**src/rtl/core/assert_macros.svh**
```systemverilog
// Assertion helpers used by the core deframer module.
`ifndef ASSERT_MACROS_SVH
`define ASSERT_MACROS_SVH

// Checked on every rising clk edge outside reset.
`define ACD_ASSERT(lbl, prop, msg) \
  lbl: assert property (@(posedge clk) disable iff (!rst_n) prop) else $error(msg);

// Same-cycle implication.
`define ACD_ASSERT_IMP(lbl, ante, cons, msg) \
  `ACD_ASSERT(lbl, (ante) |-> (cons), msg)

// Next-cycle implication.
`define ACD_ASSERT_NXT(lbl, ante, cons, msg) \
  `ACD_ASSERT(lbl, (ante) |=> (cons), msg)

`endif

```
**src/rtl/core/acd_pkg.sv**
```systemverilog
`default_nettype none
package acd_pkg;

  localparam int HEADER_BITS = 32;
  localparam int LEN_BITS    = 16;
  localparam int CODE_W      = 64;
  localparam int LEN_W       = 7;
  localparam int CFG_IDX_W   = 2;
  localparam int IN_TDATA_W  = 8;
  localparam int OUT_TDATA_W = 40;

  localparam logic [CFG_IDX_W-1:0] CFG_ACCESS_CODE = 2'd0;
  localparam logic [CFG_IDX_W-1:0] CFG_CODE_LENGTH = 2'd1;

  localparam logic [LEN_W-1:0] CODE_LEN_RESET = 7'd64;

endpackage
`default_nettype wire

```
**src/rtl/core/acd_cell.sv**
```systemverilog
`default_nettype none
// One history bit with a fill flag; compares against its code bit when cared.
module acd_cell (
  input  wire logic clk,
  input  wire logic rst_n,
  input  wire logic shift_en,
  input  wire logic bit_in,
  input  wire logic vld_in,
  input  wire logic pat_bit,
  input  wire logic care_bit,
  output logic      bit_out,
  output logic      vld_out,
  output logic      ok
);

  logic bit_r;
  logic vld_r;

  always_ff @(posedge clk) begin
    if (shift_en) begin
      bit_r <= bit_in;
    end
  end

  always_ff @(posedge clk) begin
    if (!rst_n) begin
      vld_r <= 1'b0;
    end else if (shift_en) begin
      vld_r <= vld_in;
    end
  end

  assign bit_out = bit_r;
  assign vld_out = vld_r;
  assign ok      = !care_bit || (vld_r && (bit_r == pat_bit));

endmodule
`default_nettype wire

```
**src/rtl/core/acd_cfg.sv**
```systemverilog
`default_nettype none
// Config registers; keeps the code laid out in history order with a care mask.
module acd_cfg
  import acd_pkg::*;
#(
  parameter int MAX_CODE_BITS = 64
) (
  input  wire logic                     clk,
  input  wire logic                     rst_n,
  input  wire logic                     cfg_we,
  input  wire logic [CFG_IDX_W-1:0]     cfg_idx,
  input  wire logic [CODE_W-1:0]        cfg_wdata,
  output logic      [MAX_CODE_BITS-1:0] pattern,
  output logic      [MAX_CODE_BITS-1:0] care
);

  localparam logic [LEN_W-1:0] MAX_LEN = LEN_W'(MAX_CODE_BITS);

  logic [MAX_CODE_BITS-1:0] code_r, code_nxt;
  logic [LEN_W-1:0]         len_r, len_nxt;
  logic [MAX_CODE_BITS-1:0] pattern_r, care_r;
  logic [LEN_W-1:0]         alen_nxt;
  logic [LEN_W-1:0]         sh_nxt;

  function automatic logic [LEN_W-1:0] clamp_len(input logic [LEN_W-1:0] l);
    logic [LEN_W-1:0] r;
    r = l;
    if (l == '0) r = LEN_W'(1);
    else if (l > MAX_LEN) r = MAX_LEN;
    return r;
  endfunction

  // history bit k holds code bit alen-1-k: reverse, then drop the unused top
  function automatic logic [MAX_CODE_BITS-1:0] code_pattern(
    input logic [MAX_CODE_BITS-1:0] code,
    input logic [LEN_W-1:0]         sh
  );
    logic [MAX_CODE_BITS-1:0] rev;
    for (int i = 0; i < MAX_CODE_BITS; i++) begin
      rev[i] = code[MAX_CODE_BITS-1-i];
    end
    return rev >> sh;
  endfunction

  always_comb begin
    code_nxt = code_r;
    len_nxt  = len_r;
    if (cfg_we) begin
      unique case (cfg_idx)
        CFG_ACCESS_CODE: code_nxt = cfg_wdata[MAX_CODE_BITS-1:0];
        CFG_CODE_LENGTH: len_nxt  = cfg_wdata[LEN_W-1:0];
        default: ;
      endcase
    end
  end

  assign alen_nxt = clamp_len(len_nxt);
  assign sh_nxt   = MAX_LEN - alen_nxt;

  always_ff @(posedge clk) begin
    if (!rst_n) begin
      code_r    <= '0;
      len_r     <= CODE_LEN_RESET;
      pattern_r <= '0;
      care_r    <= '1;
    end else begin
      code_r    <= code_nxt;
      len_r     <= len_nxt;
      pattern_r <= code_pattern(code_nxt, sh_nxt);
      care_r    <= {MAX_CODE_BITS{1'b1}} >> sh_nxt;
    end
  end

  assign pattern = pattern_r;
  assign care    = care_r;

endmodule
`default_nettype wire

```
**src/rtl/core/access_code_header_deframer_core.sv**
```systemverilog
// Match path: the cell row registers the completing bit, then out_valid_r registers the result.
// Throughput: one bit per cycle while in_tready is high; the cell row shifts once per accepted item.
// Input stalls only while a matching item waits behind a result that is not yet taken.
// Reset (synchronous, rst_n low): fill flags cleared, code reset to 0, length to 64;
// no result until code_length + 32 bits have been accepted.
`default_nettype none
`include "assert_macros.svh"
module access_code_header_deframer_core
  import acd_pkg::*;
#(
  parameter int MAX_CODE_BITS = 64
) (
  input  wire logic                   clk,
  input  wire logic                   rst_n,
  input  wire logic                   in_tvalid,
  output logic                        in_tready,
  input  wire logic [IN_TDATA_W-1:0]  in_tdata,   // [0] bit_req, rest zero
  output logic                        out_tvalid,
  input  wire logic                   out_tready,
  output logic      [OUT_TDATA_W-1:0] out_tdata,  // [15:0] length_first,
                                                  // [31:16] length_second,
                                                  // [32] lengths_agree, rest zero
  input  wire logic                   cfg_we,
  input  wire logic [CFG_IDX_W-1:0]   cfg_idx,
  input  wire logic [CODE_W-1:0]      cfg_wdata
);

  localparam int CHAIN = MAX_CODE_BITS + HEADER_BITS;

  logic [MAX_CODE_BITS-1:0] pattern, care;
  logic [CHAIN-1:0]         pat_full, care_full;
  logic [CHAIN-1:0]         bit_vec, vld_vec, ok_vec;
  logic [CHAIN-1:0]         bit_src, vld_src;
  logic                     accept, advance, match, out_load;
  logic                     s1_valid_r, s1_valid_nxt;
  logic                     out_valid_r, out_valid_nxt;
  logic [LEN_BITS-1:0]      first_r, second_r;
  logic                     agree_r;

  acd_cfg #(.MAX_CODE_BITS(MAX_CODE_BITS)) u_cfg (
    .clk       (clk),
    .rst_n     (rst_n),
    .cfg_we    (cfg_we),
    .cfg_idx   (cfg_idx),
    .cfg_wdata (cfg_wdata),
    .pattern   (pattern),
    .care      (care)
  );

  // cells 0..31 are the header (0 newest), the rest the code window
  assign pat_full  = {pattern, {HEADER_BITS{1'b0}}};
  assign care_full = {care, {HEADER_BITS{1'b0}}};
  assign bit_src   = {bit_vec[CHAIN-2:0], in_tdata[0]};
  assign vld_src   = {vld_vec[CHAIN-2:0], 1'b1};

  for (genvar i = 0; i < CHAIN; i++) begin : g_cell
    acd_cell u_cell (
      .clk      (clk),
      .rst_n    (rst_n),
      .shift_en (accept),
      .bit_in   (bit_src[i]),
      .vld_in   (vld_src[i]),
      .pat_bit  (pat_full[i]),
      .care_bit (care_full[i]),
      .bit_out  (bit_vec[i]),
      .vld_out  (vld_vec[i]),
      .ok       (ok_vec[i])
    );
  end

  assign match    = &ok_vec;
  assign advance  = s1_valid_r && (!match || !out_valid_r || out_tready);
  assign in_tready = !s1_valid_r || advance;
  assign accept   = in_tvalid && in_tready;
  assign out_load = advance && match;

  always_comb begin
    s1_valid_nxt = s1_valid_r;
    if (accept) s1_valid_nxt = 1'b1;
    else if (advance) s1_valid_nxt = 1'b0;
  end

  always_comb begin
    out_valid_nxt = out_valid_r;
    if (out_load) out_valid_nxt = 1'b1;
    else if (out_tready) out_valid_nxt = 1'b0;
  end

  always_ff @(posedge clk) begin
    if (!rst_n) begin
      s1_valid_r  <= 1'b0;
      out_valid_r <= 1'b0;
    end else begin
      s1_valid_r  <= s1_valid_nxt;
      out_valid_r <= out_valid_nxt;
    end
  end

  always_ff @(posedge clk) begin
    if (out_load) begin
      first_r  <= bit_vec[HEADER_BITS-1:LEN_BITS];
      second_r <= bit_vec[LEN_BITS-1:0];
      agree_r  <= (bit_vec[HEADER_BITS-1:LEN_BITS] == bit_vec[LEN_BITS-1:0]);
    end
  end

  assign out_tvalid = out_valid_r;
  assign out_tdata  = {{(OUT_TDATA_W - 2*LEN_BITS - 1){1'b0}}, agree_r, second_r, first_r};

  `ACD_ASSERT_IMP(a_flag_consistent, out_valid_r, agree_r == (first_r == second_r), "bad flag")
  `ACD_ASSERT_IMP(a_fill_thermo, 1'b1, ((vld_vec + CHAIN'(1)) & vld_vec) == '0, "fill gap")
  `ACD_ASSERT_NXT(a_stall_holds, s1_valid_r && !advance, $stable(bit_vec), "moved in stall")
  `ACD_ASSERT_IMP(a_out_from_s1, $rose(out_valid_r), $past(s1_valid_r), "result without item")

endmodule
`default_nettype wire
```
**config.mk**
```make
export PLATFORM = sky130hd
export DESIGN_NAME = access_code_header_deframer_core
export DESIGN_NICKNAME = d
export VERILOG_FILES = /design/src/rtl/core/acd_pkg.sv /design/src/rtl/core/acd_cell.sv /design/src/rtl/core/acd_cfg.sv /design/src/rtl/core/access_code_header_deframer_core.sv
export VERILOG_INCLUDE_DIRS = /design/src /design/src/rtl/core
export SDC_FILE = /design/constraint.sdc
export NUM_CORES = 1
export LEC_CHECK = 0
export BUFFER_PORTS_ARGS = -buffer_cell sky130_fd_sc_hd__buf_2
export CORE_MARGIN = 1.5
export CORE_UTILIZATION = 30
export DETAILED_ROUTE_END_ITERATION = 10
export PLACE_DENSITY_LB_ADDON = 0.15
export SLEW_MARGIN = 10
export SYNTH_ARGS = -nofsm -noshare
export SYNTH_HDL_FRONTEND = slang
export SYNTH_SLANG_ARGS = --single-unit
```
**constraint.sdc**
```tcl
create_clock -name clk -period 6.6 [get_ports clk]
set_clock_uncertainty 0.05 [all_clocks]
set_input_delay 0.66 -clock clk [delete_from_list [all_inputs] [get_ports clk]]
set_output_delay 0.66 -clock clk [all_outputs]
set_load 0.05 [all_outputs]
```
==> results_dict.tcl, run 1 <==
set metrics [dict create \
    combPwrFrac_pct 17.7 \
    grt-ovfl-total 0 \
    timing.final.crit_share_pct 76.3 \
    max-cap-violations 0 \
    die-area_um2 67600 \
    status "complete, no violations" \
    synth_area_per_cell_um2 10.3 \
    vias 15400 \
    hold_violations 0 \
    n_antenna_cell 0 \
    port_buffers 106 \
    clock_power_share_pct 39.3 \
    ctsHtreeMaxLevel 2 \
    synth-edff-count 129 \
    max_clock_freq_mhz 199 \
    fillers 6681 \
    placedCellCount 2776 \
    period_minus_slack_ns 5.03 \
    ctsRootBufferMaster "clkbuf_16" \
    hold_buffers 0 \
    relSlewSlack_pct 18.9 \
    instances_no_fill 2863 \
    irDropWorstVdd_mv 0.177 \
    area_delta_synth_final_pct 15.0 \
    die_h_um 260 \
    p_per_area_nw_per_um2 299 \
    ys_ff_latch 426 \
    final_cell_mix "dfxtp_1 (297), nor2_1 (220), mux2i_1 (171), edfxtp_1 (129), nand2_1 (128)" \
    pwr-share-seq_pct 43.0 \
    cts_tree "built" \
    hpwl_mm 47.3 \
    antenna_found_initial 0 \
    critPathCaptureType "flip-flop" \
    grt_use_total_pct 19.1 \
    fin_setup_tns_ns 0 \
    startpoint_type "flip-flop" \
    cts_buffers 47 \
    syn_area_um2 19800 \
    cp_max_fo 23 \
    final_common_cell "dfxtp_1" \
    hold_path.class "in2reg" \
    start_util_pct 30.2 \
    cts-resized-gates 0 \
    cts_setup_buffers 0 \
    cp.arrival_ns 5.44 \
    drive_above_1_share_pct 14.2 \
    grt_max_degree 96 \
    clk_pin_slew_worst_paths_ns 0.06 \
    boundaryPins 121 \
    required_ns 7.01 \
    drcViolationCount 0 \
    wl_per_cell_um 22.9 \
    insertion_delay_ns 0.62 \
    slew_violations 0 \
    rsz0062_at_grt "no" \
    async_reset_ff_share_pct 0 \
    drtIter0Drc 1289 \
    tightest_slew_ns 1.20 \
    drt-pass1-iter-count 6 \
    core-area_um2 65500 \
    postRouteAntennaNets 0 \
    rows 94 \
    p_int_uw 4800 \
    first_global_vias 15000 \
    cts.sinks 426 \
    synth.distinct_cells 74 \
    grt_pass1_wl_mm 97.7 \
    ys.flop_type "dfxtp_1" \
    wl_mm 65.5 \
    postSynthCellCount 1923 \
    viasPerCell 5.38 \
    switching_share_pct 29.7 \
    finalSetupViolCount 0 \
    num-nets-final 2045 \
    switchingPower_uw 2020 \
    yosysWarnings 0 \
    critPathKind "reg2reg" \
    die-width_um 260 \
    ys_seq_area_share_pct 49.6 \
    cts.path.max_buffers 3 \
    leakage_uw 0.00874 \
    place.gp.congestion 0.885 \
]
## sequential cells by signal, summed over array words and instances (netlist names)
register               flops
out_tvalid                 1
second_r                  16
u_cfg.len_r                7
u_cfg.care                64
g_cell.u_cell.vld_out     96
agree_r                    1
u_cfg.code_r              64
s1_valid_r                 1
u_cfg.pattern             64
g_cell.u_cell.bit_out     96
first_r                   16
## critical path, stage by stage (launching register included)
cell and delay [ns]:
dfxtp_1 0.36, or4_1 0.60, or4_1 0.52, nand3_4 0.34, inv_6 0.05, ha_1 0.31, ha_1 0.34, clkinv_1 0.58
buf_12 0.42, nor2_1 0.54, a22oi_1 0.21, o211ai_1 0.23, o32a_1 0.23, a31oi_1 0.10
## synth_stat cells, types with 18 or more instances
cell type	count	area share, %
clkbuf_1	110	2.1
nand2_1	128	2.4
a21oi_1	86	2.2
edfxtp_1	129	20
nor3_1	18	0.45
mux4_2	28	3.2
xnor2_1	80	3.5
and2_1	18	0.57
nor2_1	220	4.2
nand4_1	67	2.1
o32ai_1	25	1.1
buf_1	29	0.55
mux2i_1	172	8.7
nand3_1	23	0.58
o21ai_0	40	1.0
o22ai_1	20	0.63
a21boi_0	36	1.4
nor4bb_1	44	2.2
a22oi_1	19	0.72
a21o_1	19	0.72
o211ai_1	19	0.72
a211oi_1	88	3.3
dfxtp_1	297	30
## path summary, 6_finish.rpt
| path | to | cells after the start | slack (ns) | startpoint |
|---|---|---|---|---|
| max reg2reg | u_cfg.pattern[4] | 13 | 1.57 | u_cfg.len_r[5] |
| min reg2reg | g_cell[48].u_cell.bit_out | 0 | 0.40 | g_cell[47].u_cell.bit_out |
| min | g_cell[0].u_cell.bit_out | 1 | 0.17 | in_tdata[0] |
| max | u_cfg.pattern[4] | 13 | 1.57 | u_cfg.len_r[5] |
## logic make-up (layout without fill, tap and decap cells)
family | after synthesis | count (layout) | synth area share (%)
simple gates | 563 | 563 | 14.1
compound gates | 453 | 453 | 15.9
flops | 426 | 426 | 49.6
mux | 217 | 217 | 12.8
buf+inv | 177 | 247 | 3.65
xor+xnor | 81 | 81 | 3.58
fa+ha+maj | 5 | 5 | 0.316
other cells | 1 | 7 | 0.0189
## metrics by stage
step	util, %	worst slack [ns]	total power [uW]	hold WS (ns)	instance area [um^2]
floorplan	-	1.65	3740	0.390	19800
global route	34.8	1.32	7100	0.146	22800
detailed placement	32.4	1.23	4170	0.407	21200
finish	34.8	1.57	6820	0.170	22800
CTS	34.8	1.61	6890	0.128	22800
global placement	32.4	1.24	4170	0.398	21200
## layer usage
| layer | vias up | routed length (um) | GRT usage, % |
|---|---|---|---|
| met3 | 100 | 2850 | 2.30 |
| li1 | 7280 | - | - |
| met5 | - | 0 | 0 |
| met2 | 455 | 30900 | 31.4 |
| met4 | 0 | 2230 | 7.14 |
| met1 | 7555 | 29600 | 25.5 |
## final cells by class
class / instances / area (um^2) / share of cell area (%)
Timing Repair Buffer: 144 / 841 / 3.69
Multi-Input combinational cell: 1326 / 9390 / 41.2
Tap cell: 864 / 1080 / 4.74
Inverter: 16 / 70.1 / 0.308
Clock buffer: 54 / 1200 / 5.28
Clock inverter: 33 / 384 / 1.69
Sequential cell: 426 / 9820 / 43.1
## power groups by stage
stage	registers [uW]	clock network (uW)	logic, uW
finish	2930	2680	1210
global route	2950	2870	1280
CTS	2930	2770	1190
detailed placement	2990	0	1180
global placement	2990	0	1180
floorplan	2960	0	776
Power figures use the tool's default switching activity.
==> run 2, diff against run 1 <==
clock period = 4.1 ns   (was 6.6 ns; I/O delays follow)
==> results_dict.tcl, run 2 (synthesized netlist as in run 1, its figures left out) <==
set metrics [dict create \
    final_common_cell "dfxtp_1" \
    vias 16300 \
    boundaryPins 121 \
    status "complete, no violations" \
    hold_path.class "in2reg" \
    timing.final.crit_share_pct 99.8 \
    drive_above_1_share_pct 26.0 \
    placedCellCount 2981 \
    finalSetupViolCount 0 \
    n_antenna_cell 0 \
    hpwl_mm 52.8 \
    drtIter0Drc 1101 \
    critPathKind "reg2reg" \
    cts.sinks 426 \
    cts.path.max_buffers 3 \
    port_buffers 106 \
    viasPerCell 5.28 \
    period_minus_slack_ns 4.09 \
    hold_slack_ns 0.0532 \
    first_global_vias 16200 \
    grt_pass1_wl_mm 106 \
    ctsRootBufferMaster "clkbuf_16" \
    core-area_um2 65500 \
    die-width_um 260 \
    area_delta_synth_final_pct 26.9 \
    insertion_delay_ns 0.61 \
    wl_per_cell_um 23.1 \
    fin_ws_ns 0.00636 \
    wl_mm 71.3 \
    clk_pin_slew_worst_paths_ns 0.06 \
    slew_violations 0 \
    cts_buffers 49 \
    startpoint_type "flip-flop" \
    start_util_pct 30.2 \
    die-area_um2 67600 \
    grt-ovfl-total 0 \
    dp_worst_setup_slack_ns -0.360 \
    relSlewSlack_pct 39.8 \
    postRouteAntennaNets 0 \
    fillers 6512 \
    hold_violations 0 \
    irDropWorstVdd_mv 0.310 \
    final_cell_mix "dfxtp_1 (296), buf_4 (226), nor2_1 (217), mux2i_1 (157), edfxtp_1 (129)" \
    p_per_area_nw_per_um2 469 \
    cts_tree "built" \
    leakage_uw 0.00992 \
    drcViolationCount 0 \
    fin_setup_tns_ns 0 \
    ctsHtreeMaxLevel 2 \
    required_ns 4.53 \
    grt_use_total_pct 20.7 \
    die_h_um 260 \
    cp.arrival_ns 4.53 \
    critPathCaptureType "flip-flop" \
    num-nets-final 2262 \
    grt_max_degree 98 \
    rows 94 \
    max-cap-violations 0 \
    place.gp.congestion 0.895 \
    tightest_slew_ns 0.891 \
    antenna_found_initial 2 \
    drt-pass1-iter-count 5 \
    cp_max_fo 6 \
    max_clock_freq_mhz 244 \
    rsz0062_at_grt "yes" \
    instances_no_fill 3083 \
]
[run 2: cell types whose count changed in the layout (fill, tap and decap cells not counted), sizes merged]
cell | before | now
buf | 144 | 353
dlygate4sd3 | 0 | 3
clkinv | 24 | 21
inv | 16 | 19
clkbuf | 54 | 62
[run 2: layout make-up]
| cell class | count | area, um^2 | share of cell area, % |
|---|---|---|---|
| flip-flops and latches | 426 | 9820 | 39.1 |
| multi-input cells | 1326 | 9770 | 38.8 |
| repair buffers | 359 | 2740 | 10.9 |
| clock buffers | 59 | 1300 | 5.19 |
| well taps | 864 | 1080 | 4.30 |
| clock inverters | 33 | 358 | 1.42 |
| inverters | 16 | 76.3 | 0.304 |
[run 2: report_power, final]
| group | internal, uW | total [uW] | switching [uW] |
|---|---|---|---|
| combinational | 1090 | 2530 | 1450 |
| sequential | 4590 | 4740 | 144 |
| clock | 2620 | 4510 | 1900 |
| total | 8290 | 11800 | 3490 |
[run 2: final timing paths]
kind,slack [ns],endpoint,depth (start not counted),startpoint
worst max-delay path,0.006,u_cfg.pattern[2],14,u_cfg.len_r[0]
worst min-delay path,0.05,u_cfg.len_r[6],2,rst_n
worst max register to register,0.006,u_cfg.pattern[2],14,u_cfg.len_r[0]
worst min register to register,0.41,g_cell[0].u_cell.vld_out,1,g_cell[0].u_cell.vld_out
[run 2: repair_timing]
action / CTS / global route
gates resized for setup: 8 / 77
endpoints found under the setup margin: 13 / 38
hold endpoints to repair: 3 / 0
pin swaps: 2 / 14
buffers inserted: 0 / 5
hold buffers: 3 / 0
gates cloned: 0 / 3
[run 2: metrics by stage]
step	total power [uW]	instance area, um^2	util, %
after floorplan	6030	19900	-
after global placement	7190	23000	35.1
after detailed placement	7190	23000	35.1
after CTS	11800	24700	37.7
after global routing	12300	25100	38.4
final	11800	25100	38.4
[run 2: routing by layer]
metal  part of all wire [%]  routed length [um]  up-vias  track usage, %
met1                     44               31400     8037            27.3
met5                  0.018                  13        -               0
met2                     48               34400      435            34.7
met4                    3.5                2510        2            7.95
li1                       -                   -     7698               -
met3                    4.3                3070      121            2.42
[run 2: critical path: stages, from the launching register on]
cell and delay [ns]:
dfxtp_2 0.32, or4_4 0.53, o311a_1 0.32, or3_4 0.42
ha_4 0.30, clkinvlp_4 0.15, buf_12 0.19, clkbuf_16 0.17
a211oi_1 0.30, o31ai_1 0.13, nand4_1 0.19, mux2i_1 0.16
mux2i_2 0.31, a2111oi_2 0.13, a311o_1 0.28
==> run 3, diff against run 2 <==
CORE_MARGIN = not set   (was 1.5)
SETUP_SLACK_MARGIN = 0.4   (was not set)
==> results_dict.tcl, run 3 (synthesized netlist as in run 1, its figures left out) <==
set metrics [dict create \
    status "complete, no violations" \
    drive_above_1_share_pct 32.5 \
    final_common_cell "dfxtp_1" \
    min_from "cfg_wdata[9]" \
    required_ns 4.54 \
    cts.sinks 426 \
    r2r_end "u_cfg.pattern[2]" \
    ctsHtreeMaxLevel 2 \
    finalSetupViolCount 0 \
    switchingPower_uw 3580 \
    core-area_um2 64800 \
    hold_path.class "in2reg" \
    die_h_um 259 \
    p_int_uw 8410 \
    leakage_uw 0.0103 \
    drt-pass1-iter-count 5 \
    port_buffers 106 \
    fin_util_pct 40.7 \
    crit_path_cell_trace "or4_4 -> o311a_1 -> or3_4 -> ha_4 -> inv_6 -> buf_12 -> buf_8 -> a211oi_4 -> buf_4 -> nand4_1 -> nand4_1 -> mux2i_2 -> mux2i_2 -> a2111oi_2 -> buf_4 -> a311o_1" \
    num-nets-final 2314 \
    regToRegStartpoint "u_cfg.len_r[0]" \
    p_per_area_nw_per_um2 455 \
    antenna_found_initial 2 \
    wl_per_cell_um 23.1 \
    cp_slowest_cell "or4_4" \
    cts_buffers 47 \
    switching_share_pct 29.9 \
    irDropWorstVdd_mv 0.269 \
    vias 16500 \
    critPathCaptureType "flip-flop" \
    wl_mm 72.2 \
    insertion_delay_ns 0.61 \
    period_minus_slack_ns 3.95 \
    post_dp_cell_area_um2 23300 \
    startpoint_type "flip-flop" \
    clk_pin_slew_worst_paths_ns 0.06 \
    max_clock_freq_mhz 253 \
    hold_violations 0 \
    hold_slack_ns 0.0214 \
    slowest_delay_ns 0.53 \
    timing.final.crit_share_pct 96.3 \
    grt_use_total_pct 21.3 \
    area_delta_synth_final_pct 33.0 \
    grt_pass1_wl_mm 107 \
    hpwl_mm 53.6 \
    final_cell_area_um2 26400 \
    slew_violations 0 \
    critPathTopFamily "simple AND/OR/NAND/NOR gates" \
    pwr-share-seq_pct 39.5 \
    fillers 6371 \
    relSlewSlack_pct 42.7 \
    postRouteAntennaNets 0 \
    path_buf_inv 5 \
    rr_worst_depth 16 \
    cp.arrival_ns 4.39 \
    critPathKind "reg2reg" \
    max-cap-violations 0 \
    regToRegSetupSlack_ns 0.15 \
    clock_power_share_pct 36.3 \
    cp_max_fo 7 \
    grt_max_degree 98 \
    first_global_vias 16400 \
    ctsRootBufferMaster "clkbuf_16" \
    die-width_um 259 \
    die-area_um2 67100 \
    cts_tree "built" \
    drtIter0Drc 1036 \
    tightest_slew_ns 0.848 \
    final_cell_mix "dfxtp_1 (295), buf_4 (270), nor2_1 (207), mux2i_1 (152), edfxtp_1 (129)" \
    boundaryPins 121 \
    cts.path.max_buffers 3 \
    drcViolationCount 0 \
    grt-ovfl-total 0 \
    viasPerCell 5.28 \
    hold_depth 3 \
    combPwrFrac_pct 24.3 \
    place.gp.congestion 0.894 \
    rsz0062_at_grt "yes" \
    start_util_pct 30.6 \
    rows 93 \
    holdPathEnd "u_cfg.code_r[9]" \
]
[run 3: worst max path at each step]
stage	end	from	slack, ns	cells past startpoint
floorplan	g_cell[0].u_cell.bit_out	g_cell[44].u_cell.bit_out	-0.01	10
global placement	u_cfg.pattern[45]	cfg_wdata[0]	-0.35	15
detailed placement	u_cfg.pattern[45]	cfg_wdata[0]	-0.38	15
CTS	u_cfg.pattern[10]	u_cfg.len_r[0]	0.17	13
global route	u_cfg.pattern[2]	u_cfg.len_r[0]	0.05	16
finish	u_cfg.pattern[2]	u_cfg.len_r[0]	0.15	16
[run 3: timing repair]
item,4_1_cts,5_1_grt
pin swaps,40,16
hold buffers,2,0
endpoints found under the setup margin,59,90
gates cloned,1,0
gates resized for setup,155,71
buffers inserted,24,13
endpoints found under the hold margin,2,0
[run 3: stage by stage]
step                      total power (uW)  setup WS [ns]  cells  setup TNS (ns)
after CTS                            12000          0.167   3110               0
final                                12000          0.152   3124               0
after detailed placement              7280         -0.381   2996           -5.99
after floorplan                       6110        -0.0146   1929           -1.40
after global routing                 12400         0.0479   3123               0
after global placement                7280         -0.353   2996           -5.29
[run 3: final cells by class]
class                           instances  area [um^2]  area share, %
Multi-Input combinational cell       1326        10600           40.3
Sequential cell                       426         9820           37.3
Timing Repair Buffer                  413         3160           12.0
Clock buffer                           72         1420           5.40
Tap cell                              855         1070           4.06
Clock inverter                         15          173          0.655
Inverter                               16         91.3          0.347
Antenna cell                            1         2.50        0.00949
[run 3: layer usage]
metal / vias up / routed length, um / GRT usage, %
li1: 7800 / - / -
met1: 8223 / 31100 / 27.0
met2: 360 / 36100 / 37.4
met3: 109 / 2680 / 2.41
met4: 0 / 2360 / 7.08
met5: - / 0 / 0
[run 3: tightest hold or removal path, delay by kind of cell]
kind	cells	cell delay (ns)
compound gates	1	0.05
simple gates	1	0.05
buf+inv	1	0.11
[run 3: power by group through the flow]
| stage | clock, uW | sequential [uW] | combinational [uW] |
|---|---|---|---|
| global route | 4630 | 4750 | 3070 |
| detailed placement | 0 | 4820 | 2460 |
| finish | 4350 | 4730 | 2910 |
| global placement | 0 | 4810 | 2460 |
| floorplan | 0 | 4770 | 1350 |
| CTS | 4470 | 4730 | 2750 |
